`src/sv/pwc_pkg.sv`:
```
// Shared types and constants of the pulse width capture FIFO.
package pwc_pkg;

  localparam int WIDTH_W       = 16;
  localparam int OP_W          = 2;
  localparam int DEPTH_DEFAULT = 16;
  // Entries of the command queue between front and back; keep it a power of two.
  localparam int QUEUE_DEPTH   = 2;

  localparam logic [WIDTH_W-1:0] EMPTY_MARK       = 16'hFFFF;
  localparam logic               HALF_SCALE_RESET = 1'b1;

  localparam logic [OP_W-1:0] OP_EDGE        = 2'd0;
  localparam logic [OP_W-1:0] OP_READ_OLDEST = 2'd1;
  localparam logic [OP_W-1:0] OP_READ_NEWEST = 2'd2;

  typedef enum logic [1:0] {
    CMD_EDGE,
    CMD_READ_OLDEST,
    CMD_READ_NEWEST,
    CMD_NOP
  } cmd_kind_t;

  typedef struct packed {
    cmd_kind_t            kind;
    logic [WIDTH_W-1:0]   capture_count;
  } cmd_t;

endpackage

```
`src/sv/pwc_if.sv`:
```
// Handshake channels for capture events and pulse width results.
interface pwc_in_if;
  logic                        valid;
  logic                        ready;
  logic [pwc_pkg::OP_W-1:0]    op;
  logic [pwc_pkg::WIDTH_W-1:0] capture_count;

  modport source(output valid, output op, output capture_count, input ready);
  modport sink(input valid, input op, input capture_count, output ready);
endinterface

interface pwc_out_if;
  logic                        valid;
  logic                        ready;
  logic [pwc_pkg::WIDTH_W-1:0] pulse_width;
  logic                        data_found;
  logic                        available;

  modport source(output valid, output pulse_width, output data_found, output available,
                 input ready);
  modport sink(input valid, input pulse_width, input data_found, input available,
               output ready);
endinterface

```
`src/sv/pwc_front.sv`:
```
// Front end: accepts input beats, decodes the op and queues commands.
module pwc_front (
  input  logic          clk,
  input  logic          rst,
  pwc_in_if.sink        capture,
  output logic          cmd_valid,
  output pwc_pkg::cmd_t cmd,
  input  logic          cmd_pop
);

  localparam int PTR_W = (pwc_pkg::QUEUE_DEPTH > 1) ? $clog2(pwc_pkg::QUEUE_DEPTH) : 1;
  localparam int CNT_W = $clog2(pwc_pkg::QUEUE_DEPTH + 1);
  localparam logic [CNT_W-1:0] FULL_COUNT = CNT_W'(pwc_pkg::QUEUE_DEPTH);

  pwc_pkg::cmd_t    queue [pwc_pkg::QUEUE_DEPTH];
  logic [PTR_W-1:0] wr_ptr;
  logic [PTR_W-1:0] rd_ptr;
  logic [CNT_W-1:0] count;
  logic             push;
  logic             pop;
  pwc_pkg::cmd_t    decoded;

  always_comb begin
    decoded.capture_count = capture.capture_count;
    case (capture.op)
      pwc_pkg::OP_EDGE:        decoded.kind = pwc_pkg::CMD_EDGE;
      pwc_pkg::OP_READ_OLDEST: decoded.kind = pwc_pkg::CMD_READ_OLDEST;
      pwc_pkg::OP_READ_NEWEST: decoded.kind = pwc_pkg::CMD_READ_NEWEST;
      default:                 decoded.kind = pwc_pkg::CMD_NOP;
    endcase
  end

  assign capture.ready = (count != FULL_COUNT);
  assign push          = capture.valid && capture.ready;
  assign cmd_valid     = (count != '0);
  assign pop           = cmd_pop && cmd_valid;
  assign cmd           = queue[rd_ptr];

  always_ff @(posedge clk) begin
    if (push) begin
      queue[wr_ptr] <= decoded;
    end
  end

  always_ff @(posedge clk) begin
    if (rst) begin
      wr_ptr <= '0;
      rd_ptr <= '0;
      count  <= '0;
    end else begin
      if (push) begin
        wr_ptr <= wr_ptr + PTR_W'(1);
      end
      if (pop) begin
        rd_ptr <= rd_ptr + PTR_W'(1);
      end
      if (push && !pop) begin
        count <= count + CNT_W'(1);
      end else if (pop && !push) begin
        count <= count - CNT_W'(1);
      end
    end
  end

endmodule

```
`src/sv/pwc_back.sv`:
```
// Back end: edge pairing, width ring buffer, reads and the result register.
module pwc_back #(
  parameter int DEPTH = pwc_pkg::DEPTH_DEFAULT
) (
  input  logic          clk,
  input  logic          rst,
  input  logic          cmd_valid,
  input  pwc_pkg::cmd_t cmd,
  output logic          cmd_pop,
  input  logic          cfg_we,
  input  logic          cfg_wdata,
  pwc_out_if.source     result
);

  localparam int IDX_W = (DEPTH > 1) ? $clog2(DEPTH) : 1;
  localparam logic [IDX_W-1:0] LAST = IDX_W'(DEPTH - 1);

  typedef enum logic {
    S_IDLE,
    S_READ
  } state_t;

  state_t                      state;
  logic                        half_scale;
  logic                        awaiting_falling;
  logic [pwc_pkg::WIDTH_W-1:0] start_count;
  logic [IDX_W-1:0]            write_index;
  logic [IDX_W-1:0]            read_index;
  logic                        found;
  logic [pwc_pkg::WIDTH_W-1:0] width_store [DEPTH];
  logic [pwc_pkg::WIDTH_W-1:0] rd_data;

  logic                        out_valid;
  logic [pwc_pkg::WIDTH_W-1:0] out_width;
  logic                        out_found;
  logic                        out_avail;

  logic                        take;
  logic                        nonempty;
  logic [IDX_W-1:0]            write_adv;
  logic [IDX_W-1:0]            newest_slot;
  logic [IDX_W-1:0]            read_slot;
  logic [IDX_W-1:0]            read_slot_adv;
  logic                        store_we;
  logic [pwc_pkg::WIDTH_W-1:0] new_width;
  logic [pwc_pkg::WIDTH_W-1:0] raw_width;

  assign take          = cmd_valid && (state == S_IDLE) && (!out_valid || result.ready);
  assign cmd_pop       = take;
  assign nonempty      = (read_index != write_index);
  assign write_adv     = (write_index == LAST) ? '0 : write_index + IDX_W'(1);
  assign newest_slot   = (write_index == '0) ? LAST : write_index - IDX_W'(1);
  assign read_slot     = (cmd.kind == pwc_pkg::CMD_READ_NEWEST) ? newest_slot : read_index;
  assign read_slot_adv = (read_slot == LAST) ? '0 : read_slot + IDX_W'(1);
  assign store_we      = take && (cmd.kind == pwc_pkg::CMD_EDGE) && awaiting_falling;
  assign new_width     = cmd.capture_count - start_count;
  assign raw_width     = found ? rd_data : pwc_pkg::EMPTY_MARK;

  assign result.valid       = out_valid;
  assign result.pulse_width = out_width;
  assign result.data_found  = out_found;
  assign result.available   = out_avail;

  // Width store: one write port at the write index, one registered read port.
  always_ff @(posedge clk) begin
    if (store_we) begin
      width_store[write_index] <= new_width;
    end
    rd_data <= width_store[read_slot];
  end

  always_ff @(posedge clk) begin
    if (rst) begin
      state            <= S_IDLE;
      half_scale       <= pwc_pkg::HALF_SCALE_RESET;
      awaiting_falling <= 1'b0;
      start_count      <= '0;
      write_index      <= '0;
      read_index       <= '0;
      found            <= 1'b0;
      out_valid        <= 1'b0;
    end else begin
      if (cfg_we) begin
        half_scale <= cfg_wdata;
      end
      if (out_valid && result.ready) begin
        out_valid <= 1'b0;
      end
      case (state)
        S_IDLE: begin
          if (take) begin
            case (cmd.kind)
              pwc_pkg::CMD_EDGE: begin
                awaiting_falling <= !awaiting_falling;
                if (!awaiting_falling) begin
                  start_count <= cmd.capture_count;
                end else if (write_adv != read_index) begin
                  write_index <= write_adv;
                end
                out_valid <= 1'b1;
                out_width <= '0;
                out_found <= 1'b0;
                // A falling edge always leaves at least one width stored.
                out_avail <= nonempty || awaiting_falling;
              end
              pwc_pkg::CMD_READ_OLDEST, pwc_pkg::CMD_READ_NEWEST: begin
                found <= nonempty;
                if (nonempty) begin
                  read_index <= read_slot_adv;
                end
                state <= S_READ;
              end
              default: begin
                out_valid <= 1'b1;
                out_width <= '0;
                out_found <= 1'b0;
                out_avail <= nonempty;
              end
            endcase
          end
        end
        S_READ: begin
          out_valid <= 1'b1;
          out_width <= half_scale ? (raw_width >> 1) : raw_width;
          out_found <= found;
          out_avail <= nonempty;
          state     <= S_IDLE;
        end
        default: begin
          state <= S_IDLE;
        end
      endcase
    end
  end

  // The result register is always drained before a read finishes.
  a_read_slot_free: assert property (@(posedge clk) disable iff (rst)
    (state == S_READ) |-> !out_valid)
    else $error("read finishing while result register still holds a beat");

  a_index_range: assert property (@(posedge clk) disable iff (rst)
    (write_index <= LAST) && (read_index <= LAST))
    else $error("ring index out of range");

  a_read_sequence: assert property (@(posedge clk) disable iff (rst)
    take && (cmd.kind == pwc_pkg::CMD_READ_OLDEST || cmd.kind == pwc_pkg::CMD_READ_NEWEST)
      |=> (state == S_READ) && !out_valid)
    else $error("read command did not enter the data phase");

  a_newest_empties: assert property (@(posedge clk) disable iff (rst)
    take && (cmd.kind == pwc_pkg::CMD_READ_NEWEST) |=> (read_index == write_index))
    else $error("read of newest width left entries in the buffer");

endmodule

```
`src/sv/pulse_width_capture_fifo_unit.sv`:
```
// Top level of the pulse width capture FIFO: command queue front end and execution back end.
//
//   Channel   Modport  Payload                          Beat taken when
//   capture   sink     op, capture_count                valid && ready
//   result    source   pulse_width, data_found,         valid && ready
//                      available
//   cfg       write    cfg_wdata (half_scale)           cfg_we
//
// The front end takes one beat per cycle into a two-entry command queue while it has room.
// The back end handles an edge or unused op in S_IDLE alone and a read in S_IDLE then S_READ,
// the latter waiting on the registered read port of the width store.
// Synchronous reset clears the queue, the edge pairing, both ring indices and sets
// half_scale; the width store is not cleared, since only written entries are ever read.
// A stalled result register stops the back end; the queue then fills and drops ready.
module pulse_width_capture_fifo_unit #(
  parameter int DEPTH = pwc_pkg::DEPTH_DEFAULT
) (
  input  logic      clk,
  input  logic      rst,
  pwc_in_if.sink    capture,
  pwc_out_if.source result,
  input  logic      cfg_we,
  input  logic      cfg_wdata
);

  logic          cmd_valid;
  logic          cmd_pop;
  pwc_pkg::cmd_t cmd;

  pwc_front u_front (
    .clk       (clk),
    .rst       (rst),
    .capture   (capture),
    .cmd_valid (cmd_valid),
    .cmd       (cmd),
    .cmd_pop   (cmd_pop)
  );

  pwc_back #(
    .DEPTH (DEPTH)
  ) u_back (
    .clk       (clk),
    .rst       (rst),
    .cmd_valid (cmd_valid),
    .cmd       (cmd),
    .cmd_pop   (cmd_pop),
    .cfg_we    (cfg_we),
    .cfg_wdata (cfg_wdata),
    .result    (result)
  );

endmodule
```
`src/flat_wrapper.sv`:
```
// flat-port wrapper written by rule: the top's interface ports become plain ports
module pulse_width_capture_fifo_unit_flat 
#(
  parameter int DEPTH = pwc_pkg::DEPTH_DEFAULT
)
  (clk, rst, cfg_we, cfg_wdata, capture_valid, capture_op, capture_capture_count, capture_ready, result_valid, result_pulse_width, result_data_found, result_available, result_ready);
  pwc_in_if capture_i ();
  pwc_out_if result_i ();
  input  logic clk;
  input  logic rst;
  input  logic cfg_we;
  input  logic cfg_wdata;
  input wire logic [$bits(capture_i.valid)-1:0] capture_valid;
  input wire logic [$bits(capture_i.op)-1:0] capture_op;
  input wire logic [$bits(capture_i.capture_count)-1:0] capture_capture_count;
  output wire logic [$bits(capture_i.ready)-1:0] capture_ready;
  output wire logic [$bits(result_i.valid)-1:0] result_valid;
  output wire logic [$bits(result_i.pulse_width)-1:0] result_pulse_width;
  output wire logic [$bits(result_i.data_found)-1:0] result_data_found;
  output wire logic [$bits(result_i.available)-1:0] result_available;
  input wire logic [$bits(result_i.ready)-1:0] result_ready;
  assign capture_i.valid = capture_valid;
  assign capture_i.op = capture_op;
  assign capture_i.capture_count = capture_capture_count;
  assign capture_ready = capture_i.ready;
  assign result_valid = result_i.valid;
  assign result_pulse_width = result_i.pulse_width;
  assign result_data_found = result_i.data_found;
  assign result_available = result_i.available;
  assign result_i.ready = result_ready;
  pulse_width_capture_fifo_unit #(.DEPTH(DEPTH)) u_core (.clk(clk), .rst(rst), .capture(capture_i), .result(result_i), .cfg_we(cfg_we), .cfg_wdata(cfg_wdata));
endmodule
```
`config.mk`:
```
export PLATFORM = sky130hd
export DESIGN_NAME = pulse_width_capture_fifo_unit_flat
export DESIGN_NICKNAME = d
export VERILOG_FILES = /design/src/sv/pwc_pkg.sv /design/src/sv/pwc_if.sv /design/src/sv/pwc_front.sv /design/src/sv/pwc_back.sv /design/src/sv/pulse_width_capture_fifo_unit.sv /design/src/flat_wrapper.sv
export SDC_FILE = /design/constraint.sdc
export NUM_CORES = 1
export LEC_CHECK = 0
export BUFFER_PORTS_ARGS = -buffer_cell sky130_fd_sc_hd__buf_2
export CAP_MARGIN = 20
export CORE_ASPECT_RATIO = 1.5
export CORE_UTILIZATION = 35
export DETAILED_ROUTE_END_ITERATION = 12
export PLACE_DENSITY_LB_ADDON = 0.2
export SLEW_MARGIN = 20
export SYNTH_ARGS = -nofsm -noshare
export SYNTH_HDL_FRONTEND = slang
export SYNTH_SLANG_ARGS = --single-unit
```
`constraint.sdc`:
```
create_clock -name clk -period 5.8 [get_ports clk]
set_clock_uncertainty 0.2 [all_clocks]
set_input_delay 0 -clock clk [delete_from_list [all_inputs] [get_ports clk]]
set_output_delay 0 -clock clk [all_outputs]
set_load 0.03 [all_outputs]
```
Word level (Yosys, flattened, before mapping)

Memories as Yosys holds them, arrays and structs flattened. A register that Yosys moved wholly into a read port is not among the register bits.
Cells that the tools add are included.

Bits of input ports: 24
Register bits: 51
Memories kept: 2
Word-level logic and storage cells: 96
RAM bits: 292
Output and inout bits: 20

Memory list:

| memory                    | words | bits a word | read ports | clocked after Yosys merged registers in | write ports | RTL line        | source |
|---|---|---|---|---|---|---|---|
| u_core.u_back.width_store | 16    | 16          | 1          | 1                                       | 1           | pwc_back.sv:30  | `logic [pwc_pkg::WIDTH_W-1:0] width_store [DEPTH];` |
| u_core.u_front.queue      | 2     | 18          | 1          | 1                                       | 1           | pwc_front.sv:15 | `pwc_pkg::cmd_t queue [pwc_pkg::QUEUE_DEPTH];` |

Multiplexer cells: 31
Add/subtract/negate cells: 8
Reductions and logical operators: 27
Bitwise gates (word level): 3
Equal/unequal tests: 11

Operator list:

| operator                                                               | number |
|---|---|
| 16-bit two-way mux                                                     | 4 |
| 16-bit one-hot mux with 2 select lines                                 | 1 |
| 4-bit two-way mux                                                      | 4 |
| 16-bit subtractor                                                      | 1 |
| 1-bit two-way mux                                                      | 14 |
| 1-bit one-hot mux with 2 select lines                                  | 5 |
| 1-bit logical AND                                                      | 9 |
| 3-bit AND reduction                                                    | 3 |
| 4-bit by 1-bit adder with 4-bit output (second input constant)         | 2 |
| 4-bit equality test (second input constant)                            | 2 |
| 4-bit != test                                                          | 2 |
| 4-bit AND reduction                                                    | 2 |
| 2-bit != test (second input constant)                                  | 3 |
| 2-bit one-hot mux with 3 select lines                                  | 1 |
| 5-bit AND reduction                                                    | 1 |
| 2-bit by 1-bit equality test with 1-bit output (second input constant) | 2 |
| 2-bit equality test (second input constant)                            | 2 |
| 1-bit logical NOT                                                      | 4 |
| 2-bit logical NOT                                                      | 2 |
| 4-bit logical NOT                                                      | 1 |
| 2-bit two-way mux                                                      | 2 |
| 2-bit nonzero test                                                     | 2 |
| 4-bit by 1-bit subtractor with 4-bit output (second input constant)    | 1 |
| 1-bit inverter                                                         | 3 |
| 5 further kinds                                                        | 7 |

Logic depth before layout (Yosys ltp)

Gate-level depths: netlist of the first run.

Depth after elaboration: 7
Depth in mapped cells: 15
Mapped depth without buffers: 10

Modules after synthesis

A second synthesis of the first run with hierarchy kept.

Cells, all modules: 1076
Area total of the unflattened synthesis: 14943.1 µm²

Modules (own cells, without submodules):

| module    | times used | area an instance (µm²) | seq. area each (µm²) | cells each |
|---|---|---|---|---|
| pwc_back  | 1          | 13416.6                | 9128.8               | 994 |
| pwc_front | 1          | 1526.5                 | 1181.1               | 82 |

Worst setup path after synthesis of the first run

Ideal clock, no wire load.

Path type: reg-to-reg
Start point: register with a tool-made name
End point: memory u_core.u_back.width_store[0][15] in the netlist's numbering, data pin
Data required time: 5.181 ns
Cell stages (with the launch flop): 10
Clock period less this slack: 4.164 ns
Arrival time: 3.545 ns
Setup slack: 1.636 ns
Path buffers: 2
Library setup time: 0.419 ns
Path through: dfxtp_1 clkbuf_1 buf_1 mux2_2 ha_1 o21a_1 o31a_1 o311a_1 a21oi_1 o311ai_0

RTL lines:

| what      | RTL line |
|---|---|
| to (decl) | pwc_back.sv:30 |

==> impl_metrics.py, run 1 <==
metrics = {
    "floorplan": {
        "rows": 91,
        "die_h_um": 253,
        "die_x_um": 169,
        "floorplan.initialDensity": 0.356,
        "io_pins": 44,
        "dieArea_mm2": 0.0429,
        "coreArea_mm2": 0.0413,
    },
    "cells_and_area": {
        "syn_to_final_growth_pct": 18.3,
        "drive_above_1_share": 0.234,
        "final_util": 0.421,
        "n_antenna_cell": 0,
        "nets": 1030,
    },
    "yosys": {
        "synth-adder-area-share": 0.0218,
        "synthMuxAreaShare": 0.143,
        "yosysTopAreaCellShare": 0.632,
        "synth_area_mm2": 0.0147,
        "yosys_warnings": 0,
        "ys.flop_type": "edfxtp_1",
        "yosys.cell_types.count": 51,
        "async_flop_share": 0,
        "synth_edf_count": 310,
        "ys_ff_latch": 360,
        "avgSynthCellArea_um2": 16.9,
        "synth_top_family_by_area": "multiplexers",
        "synth_common_cells": "310 x edfxtp_1, 60 x mux4_2, 59 x mux2i_1",
        "synth-simple-area-share": 0.0416,
        "netlist_top_cells_area": "edfxtp_1 63%, mux4_2 9.2%, dfxtp_1 6.8%",
        "syn-num-nets": 921,
        "synth_xor_area_frac": 0.0155,
        "postSynthCellCount": 872,
        "yosys.area.top_type": "edfxtp_1",
        "ys_seq_area_frac": 0.700,
        "synth-compound-area-share": 0.0539,
        "synth.most_common_cell": "edfxtp_1",
    },
    "flow_run": {
        "cap_violations": 0,
    },
    "worst_setup_path": {
        "critPathTopFamily": "compound AO/OA/AOI/OAI gates",
        "crit_path_cell_trace": "mux2i_1 > ha_1 > inv_1 > fa_1 > a211oi_1 > o21ai_0 > a31oi_1 > nand2b_1 > o21ai_0 > xor2_1",
        "critPathArrivalTime_ps": 4310,
        "start_kind": "register",
        "crit_type": "register to register",
        "cp.required_ps": 5800,
        "crit_fanout": 18,
        "slowest_stage": "dfxtp_1",
        "endpoint_kind": "register",
        "crit_top_cell": "o21ai_0",
        "crit_buf_inv": 1,
        "max_stage_delay_ps": 860,
        "r2r_slack_ps": 1490,
    },
    "drt": {
        "dr_total_vias": 7739,
        "drc": 0,
        "vias_per_cell": 4.94,
        "ant_nets": 0,
        "first_pass_iters": 5,
        "wl_per_cell_um": 20.4,
        "drt_wl_total_um": 31900,
        "drt_iter0_drc": 524,
    },
    "min_path": {
        "hold_path_startpoint": "cfg_we",
        "hold_path.class": "primary input to register",
    },
    "global_routing": {
        "grt_antenna_before_repair": 0,
        "grt_use_total": 0.155,
        "grt_overflow": 0,
        "grt_max_degree": 37,
        "grt_pass1_vias": 8022,
        "grt_pass1_wl_um": 48800,
    },
    "power": {
        "power.density_mw_per_mm2": 485,
        "p_leak_nw": 5.89,
        "peakVddDrop_uv": 308,
    },
    "timing": {
        "relSlewSlack": 0.265,
        "final-setup-viol-count": 0,
        "period_minus_slack_ps": 4310,
        "tns_ps": 0,
        "worstMarginPinSlew_ps": 1100,
        "finalCritPeriodShare": 0.743,
        "finalHoldViolCount": 0,
        "rsz0062_at_grt": "false",
        "drv_slew": 0,
        "max_freq_ghz": 0.232,
    },
    "clock_network": {
        "cts_buffers": 37,
        "cts_root_buf": "clkbuf_16",
        "post_cts_buffers": 0,
        "htree_levels": 2,
        "insertion_delay_ps": 530,
        "clkTransAtPathRegs_ps": 60,
        "cts_buffer_depth": 3,
        "cts_tree": "yes",
        "clock_sinks": 360,
    },
    "placement": {
        "place_congestion": 0.873,
        "hpwl_um": 19700,
        "port_buffers": 43,
    },
    "status": {
        "status": "complete, no violations",
    },
}
worst paths after layout:
path,to,cells past startpoint
max,u_core.u_back.width_store[5][14]$_DFFE_PP_,10
min,u_core.u_back.half_scale$_SDFFE_PP1P_,3
max reg2reg,u_core.u_back.width_store[5][14]$_DFFE_PP_,10
min reg2reg,u_core.u_back.start_count[3]$_SDFFE_PP0P_,2
what timing repair did:
| action | in CTS | in global routing |
|---|---|---|
| gates resized for setup | 0 | 0 |
| endpoints found under the hold margin | 88 | 0 |
| hold buffers | 44 | 0 |
cell families (layout without fill, tap and decap cells):
| kind of cell | count (synthesis) | count (layout) |
|---|---|---|
| fa+ha+maj | 25 | 25 |
| flops | 360 | 360 |
| simple gates | 127 | 127 |
| buf+inv | 76 | 213 |
| compound gates | 125 | 125 |
| xor+xnor | 26 | 26 |
| mux | 133 | 133 |
registers in the layout, summed over array words and instances (netlist names), named ones only:
register                          cells
u_core.u_back.width_store           256
u_core.u_front.queue                 36
u_core.u_back.rd_data                16
u_core.u_back.result.pulse_width     16
u_core.u_back.start_count            16
u_core.u_back.read_index              4
u_core.u_back.write_index             4
u_core.u_front.count                  2
u_core.u_back.awaiting_falling        1
u_core.u_back.found                   1
u_core.u_back.half_scale              1
u_core.u_back.result.available        1
u_core.u_back.result.data_found       1
u_core.u_back.result.valid            1
u_core.u_back.state                   1
u_core.u_front.rd_ptr                 1
u_core.u_front.wr_ptr                 1
routing by layer:
layer / GRT usage / routed length [µm] / vias to the layer above / part of all wire
met3: 0.0209 / 1030 / 52 / 0.032
li1: - / - / 3606 / -
met2: 0.284 / 16900 / 151 / 0.53
met1: 0.185 / 13200 / 3930 / 0.41
met5: 0 / 0 / - / 0
met4: 0.0517 / 792 / 0 / 0.025
cell usage in the layout (no fill, tap or decap), types with 24 or more instances in the layout:
cell	n
mux4_2	60
nor2_1	37
dlygate4sd3_1	44
clkbuf_16	37
ha_1	24
inv_1	31
buf_4	24
buf_2	43
edfxtp_1	310
a21oi_1	51
dfxtp_1	50
mux2i_1	59
per-stage QoR:
stage | instances | hold slack (ps) | setup WS, ps | instance area (µm²) | total power, mW
after global routing | 1567 | 68.2 | 1140 | 17400 | 8.85
after CTS | 1567 | 11.5 | 1370 | 17400 | 8.53
final | 1567 | 46.2 | 1490 | 17400 | 8.45
after floorplan | 872 | -101 | 1640 | 14700 | 5.34
after global placement | 1456 | -11.8 | 1530 | 15700 | 6.06
after detailed placement | 1456 | -9.35 | 1370 | 15700 | 6.11
report_power, final:
group          switching (mW)  internal [mW]  total (mW)
clock network           0.969           1.41        2.38
logic                    1.49          0.869        2.36
registers               0.114           3.59        3.71
total                    2.58           5.87        8.45
cell type report:
type | count | area [µm²]
Multi-Input combinational cell | 436 | 4200
Inverter | 33 | 124
Clock inverter | 20 | 211
Fill cell | 3687 | 23900
Tap cell | 558 | 698
Sequential cell | 360 | 10300
Clock buffer | 47 | 1000
Timing Repair Buffer | 113 | 876
worst min-delay path: cells and delay by family:
kind / cells / cell delay, ps
buf+inv: 2 / 630
compound gates: 1 / 110
No activity file was read; power rests on OpenSTA's default activity.
==> inputs of run 2 (changes only) <==
- ABC_AREA: unset -> 1
- clock period: 5.8 -> 3.9 ns (I/O delays scaled with it)
==> run 2 against run 1 <==
  * Synthesized cell count increased by 73%
  * Cell count increased by 41%
  * Sequential share of layout area decreased by 4.2 points
  * Flip-flop and latch count unchanged
  * Non-clock buffer count increased by 18
  * Die area increased by 9.5%
  * Sequential power increased by 56%
  * First-iteration DRC count increased by 33%
  * Via count increased by 40%
  * Clock power increased by 46%
  * Cell area increased by 7.6%
  * Critical path type unchanged
  * Largest cell class unchanged
  * Largest power group unchanged
  * Highest routed layer unchanged
==> impl_metrics.py, run 2 <==
metrics = {
    "yosys": {
        "syn-num-nets": 1554,
        "synth-adder-area-share": 0.0198,
        "synth-simple-area-share": 0.204,
        "synth_xor_area_frac": 0.0103,
        "postSynthCellCount": 1505,
        "yosys_warnings": 0,
        "ys_ff_latch": 360,
        "netlist_top_cells_area": "edfxtp_1 58%, nand3_1 8.7%, dfxtp_1 6.2%",
        "yosys.area.top_type": "edfxtp_1",
        "synth_edf_count": 310,
        "synthMuxAreaShare": 0.0117,
        "avgSynthCellArea_um2": 10.7,
        "synth_area_mm2": 0.0161,
        "synth_common_cells": "310 x edfxtp_1, 279 x nand3_1, 227 x nand2_1",
        "synth.most_common_cell": "edfxtp_1",
        "synth_top_family_by_area": "simple AND/OR/NAND/NOR gates",
        "async_flop_share": 0,
        "ys_seq_area_frac": 0.639,
        "yosys.cell_types.count": 33,
        "synth-compound-area-share": 0.0343,
        "ys.flop_type": "edfxtp_1",
        "yosysTopAreaCellShare": 0.577,
    },
    "global_routing": {
        "grt_overflow": 0,
        "grt_pass1_wl_um": 62700,
        "grt_use_total": 0.177,
        "grt_antenna_before_repair": 0,
        "grt_max_degree": 130,
        "grt_pass1_vias": 10900,
    },
    "clock_network": {
        "post_cts_buffers": 0,
        "cts_tree": "yes",
        "cts_buffer_depth": 3,
        "insertion_delay_ps": 540,
        "clock_sinks": 360,
        "cts_root_buf": "clkbuf_16",
        "cts_buffers": 36,
        "htree_levels": 2,
        "clkTransAtPathRegs_ps": 60,
    },
    "timing": {
        "finalCritPeriodShare": 0.844,
        "rsz0062_at_grt": "false",
        "tns_ps": 0,
        "relSlewSlack": 0.374,
        "fin_ws_ps": 609,
        "max_freq_ghz": 0.304,
        "final-setup-viol-count": 0,
        "period_minus_slack_ps": 3290,
        "worstMarginPinSlew_ps": 936,
        "whs_ps": 24.5,
        "finalHoldViolCount": 0,
        "drv_slew": 0,
    },
    "worst_setup_path": {
        "start_kind": "register",
        "r2r_end": "u_core.u_back.width_store[10][12]$_DFFE_PP_",
        "crit_fanout": 16,
        "max_stage_delay_ps": 670,
        "crit_buf_inv": 2,
        "crit_top_cell": "buf_4",
        "cp.required_ps": 3980,
        "crit_path_cell_trace": "buf_4 > mux2_2 > fa_1 > nand3_1 > nand2_1 > a21oi_1 > o21ai_0 > xor2_1 > buf_4",
        "ff2ff_path_depth": 9,
        "critPathTopFamily": "flip-flops",
        "r2r_slack_ps": 610,
        "critPathArrivalTime_ps": 3370,
        "endpoint_kind": "register",
        "slowest_stage": "dfxtp_1",
        "crit_type": "register to register",
    },
    "cells_and_area": {
        "reg_top3": "u_core.u_back.width_store (256), u_core.u_front.queue (36)",
        "syn_to_final_growth_pct": 16.2,
        "design_area_mm2": 0.0188,
        "fillers": 4345,
        "n_antenna_cell": 0,
        "final_cells": 2209,
        "ff_latch_area_mm2": 0.0103,
        "final_common_cell": "edfxtp_1",
        "largest_reg_flops": 256,
        "final_cell_mix": "310 x edfxtp_1, 279 x nand3_1, 226 x nand2_1",
        "nets": 1642,
        "max_flop_register": "u_core.u_back.width_store",
        "final_util": 0.411,
        "multi_input_area_mm2": 0.00462,
        "drive_above_1_share": 0.118,
    },
    "placement": {
        "place_congestion": 0.815,
        "placed_cells": 2100,
        "pre_cts_ws_ps": 408,
        "hpwl_um": 24300,
        "port_buffers": 43,
        "placed_area_mm2": 0.0171,
    },
    "min_path": {
        "hold_path_startpoint": "capture_capture_count[8]",
        "holdPathEnd": "u_core.u_front.queue[1][8]$_DFFE_PP_",
        "holdPathStages": 2,
        "hold_path.class": "primary input to register",
    },
    "drt": {
        "dr_total_vias": 10800,
        "first_pass_iters": 5,
        "wl_per_cell_um": 18.5,
        "ant_nets": 0,
        "drc": 0,
        "drt_iter0_drc": 697,
        "vias_per_cell": 4.90,
        "drt_wl_total_um": 40800,
    },
    "power": {
        "netSwitchingPower_mw": 5.29,
        "power.share.clock": 0.241,
        "peakVddDrop_uv": 379,
        "power_mw": 14.5,
        "intPower_mw": 9.16,
        "power.density_mw_per_mm2": 771,
        "switching_share": 0.366,
        "p_comb_frac": 0.359,
        "p_leak_nw": 7.40,
        "seqPwrFrac": 0.400,
    },
    "floorplan": {
        "die_h_um": 265,
        "io_pins": 44,
        "rows": 96,
        "dieArea_mm2": 0.0470,
        "die_x_um": 177,
        "floorplan.initialDensity": 0.354,
        "coreArea_mm2": 0.0456,
    },
    "status": {
        "status": "complete, no violations",
    },
    "flow_run": {
        "cap_violations": 0,
    },
}
## run 2: kinds of logic after synthesis
family,Yosys count
buffers and inverters,303
AND/OR/NAND/NOR,679
multiplexers,17
XOR/XNOR,19
flip-flops,360
adder cells (fa/ha/maj),25
AO/OA/AOI/OAI,102
## run 2: worst register-to-register path, stage by stage, from the launching register on
cell and delay [ps]:
dfxtp_1 670, buf_4 240, mux2_2 380, fa_1 470, nand3_1 120, nand2_1 110
a21oi_1 250, o21ai_0 190, xor2_1 170, buf_4 220
## run 2: cell type report
class / instances / share of cell area
clock buffer: 52 / 0.0534
sequential: 360 / 0.550
multi-input combinational: 842 / 0.246
timing repair buffer: 131 / 0.0571
clock inverter: 14 / 0.00968
tap: 588 / 0.0392
inverter: 222 / 0.0444
## run 2: routing by layer
layer,part of all wire,GRT usage,vias to the layer above,wire length [µm]
li1,-,-,5298,-
met5,0,0,-,0
met4,0.026,0.0596,0,1080
met1,0.41,0.210,5230,16700
met2,0.53,0.324,234,21400
met3,0.039,0.0204,59,1570
## run 2: how the worst max path moves through the flow
stage                                             endpoint  slack (ps)  depth (start not counted)
3_3_place_gp    u_core.u_back.width_store[12][4]$_DFFE_PP_         530                          6
4_1_cts         u_core.u_back.width_store[11][4]$_DFFE_PP_         390                          6
3_5_place_dp    u_core.u_back.width_store[8][10]$_DFFE_PP_         410                          6
6_report       u_core.u_back.width_store[10][12]$_DFFE_PP_         610                          9
2_1_floorplan   u_core.u_back.width_store[0][12]$_DFFE_PP_         830                         11
5_1_grt          u_core.u_back.width_store[3][6]$_DFFE_PP_         360                         10
## run 2: power groups by stage
stage | Sequential, mW | Clock (mW) | Combinational [mW]
2_1_floorplan | 5.90 | 0 | 3.17
3_3_place_gp | 5.88 | 0 | 5.14
3_5_place_dp | 5.88 | 0 | 5.18
4_1_cts | 5.80 | 3.57 | 5.24
5_1_grt | 5.81 | 3.69 | 5.73
6_report | 5.78 | 3.48 | 5.19
## run 2: what timing repair did
item	in CTS	in global routing
endpoints found under the hold margin	89	0
hold buffers	43	0
gates resized for setup	0	0
==> inputs of run 3 (changes only) <==
- clock period: 3.9 -> 3.2 ns (I/O delays scaled with it)
==> run 3 against run 2 <==
  * Via count grew 1.4%
  * Wire length grew 2.6%
  * Flip-flop and latch count is the same
  * Critical path type unchanged
  * Largest power group unchanged
  * Highest routed layer unchanged
==> impl_metrics.py, run 3 (same netlist as run 2, synthesis figures left out) <==
metrics = {
    "status": {
        "status": "complete, no violations",
    },
    "cells_and_area": {
        "final_util": 0.423,
        "final_cell_mix": "310 x edfxtp_1, 279 x nand3_1, 225 x nand2_1",
        "nets": 1685,
        "final_common_cell": "edfxtp_1",
        "n_antenna_cell": 0,
        "syn_to_final_growth_pct": 19.5,
        "reg_top3": "u_core.u_back.width_store (256), u_core.u_front.queue (36)",
        "max_flop_register": "u_core.u_back.width_store",
        "largest_reg_flops": 256,
        "drive_above_1_share": 0.145,
    },
    "global_routing": {
        "grt_antenna_before_repair": 0,
        "grt_pass1_vias": 11100,
        "grt_use_total": 0.183,
        "grt_max_degree": 61,
        "grt_overflow": 0,
        "grt_pass1_wl_um": 64500,
    },
    "worst_setup_path": {
        "critPathTopFamily": "compound AO/OA/AOI/OAI gates",
        "crit_path_cell_trace": "buf_12 > mux2_2 > ha_1 > nand2_1 > buf_4 > o21ai_0 > a21oi_2 > o21ai_0 > xor2_1 > buf_4",
        "crit_buf_inv": 3,
        "critPathArrivalTime_ps": 3090,
        "start_kind": "register",
        "cp.required_ps": 3370,
        "endpoint_kind": "register",
        "crit_type": "register to register",
        "crit_fanout": 19,
        "slowest_stage": "dfxtp_1",
        "max_stage_delay_ps": 360,
    },
    "timing": {
        "tns_ps": 0,
        "drv_slew": 0,
        "relSlewSlack": 0.557,
        "worstMarginPinSlew_ps": 663,
        "finalCritPeriodShare": 0.912,
        "period_minus_slack_ps": 2920,
        "finalHoldViolCount": 0,
        "whs_ps": 20.0,
        "max_freq_ghz": 0.343,
        "final-setup-viol-count": 0,
        "rsz0062_at_grt": "false",
    },
    "clock_network": {
        "clkTransAtPathRegs_ps": 60,
        "cts_buffer_depth": 3,
        "post_cts_buffers": 0,
        "cts_root_buf": "clkbuf_16",
        "insertion_delay_ps": 530,
        "htree_levels": 2,
        "cts_buffers": 37,
        "clock_sinks": 360,
        "cts_tree": "yes",
    },
    "drt": {
        "drc": 0,
        "drt_iter0_drc": 572,
        "drt_wl_total_um": 41800,
        "first_pass_iters": 4,
        "wl_met2_um": 21800,
        "highest_layer": "met4",
        "wl_met1_um": 17100,
        "dr_total_vias": 11000,
        "vias_per_cell": 4.87,
        "dr_wl_met3_um": 1590,
        "wl_per_cell_um": 18.6,
        "ant_nets": 0,
    },
    "min_path": {
        "hold_path.class": "primary input to register",
        "hold_path_startpoint": "capture_capture_count[12]",
    },
    "placement": {
        "place_congestion": 0.854,
        "hpwl_um": 26400,
        "port_buffers": 43,
    },
    "floorplan": {
        "io_pins": 44,
        "floorplan.initialDensity": 0.354,
        "dieArea_mm2": 0.0470,
        "die_x_um": 177,
        "die_h_um": 265,
        "rows": 96,
        "coreArea_mm2": 0.0456,
    },
    "power": {
        "peakVddDrop_uv": 480,
        "power.density_mw_per_mm2": 943,
        "p_leak_nw": 7.67,
        "power_mw": 18.2,
    },
    "flow_run": {
        "cap_violations": 0,
    },
}
## run 3: cell count changes in the layout (fill, tap and decap cells not counted), sizes merged, moves of 2 or more
cell,delta
dlygate4sd3,-2
clkinvlp,+3
inv,+3
clkinv,-2
buf,+44
clkbuf,-3
## run 3: stage by stage
step / cells / worst slack, ps / area (µm²)
5_1_grt: 2253 / 82.9 / 19300
6_report: 2253 / 281 / 19300
3_5_place_dp: 2144 / 24.7 / 17600
4_1_cts: 2253 / 25.3 / 19300
3_3_place_gp: 2144 / 121 / 17600
2_1_floorplan: 1505 / 125 / 16100
## run 3: layout make-up
class / instances / area [µm²]
fill: 4358 / 26300
sequential: 360 / 10300
multi-input combinational: 842 / 4620
timing repair buffer: 173 / 1540
clock buffer: 49 / 1040
inverter: 222 / 833
tap: 588 / 736
clock inverter: 19 / 210
## run 3: layer usage
layer  global-route usage  vias up
met5                    0        -
met3               0.0237       72
met2                0.333      208
li1                     -     5382
met4               0.0651        0
met1                0.218     5312
## run 3: path summary, 6_finish.rpt
path | end | slack, ps | depth (start not counted)
max | u_core.u_back.width_store[6][12]$_DFFE_PP_ | 280 | 10
min | u_core.u_front.queue[0][12]$_DFFE_PP_ | 20 | 2
max reg2reg | u_core.u_back.width_store[6][12]$_DFFE_PP_ | 280 | 10
min reg2reg | u_core.u_back.start_count[3]$_SDFFE_PP0P_ | 260 | 2
## run 3: where the power goes
group,internal (mW),switching (mW)
clock network,2.64,1.81
registers,6.84,0.135
logic,2.18,4.59
## run 3: repair_timing
action                                  4_1_cts  5_1_grt
hold buffers                                 41        0
endpoints found under the hold margin        89        0
cloned                                        0        0
gates resized for setup                       1        3
endpoints found under the setup margin       10       39
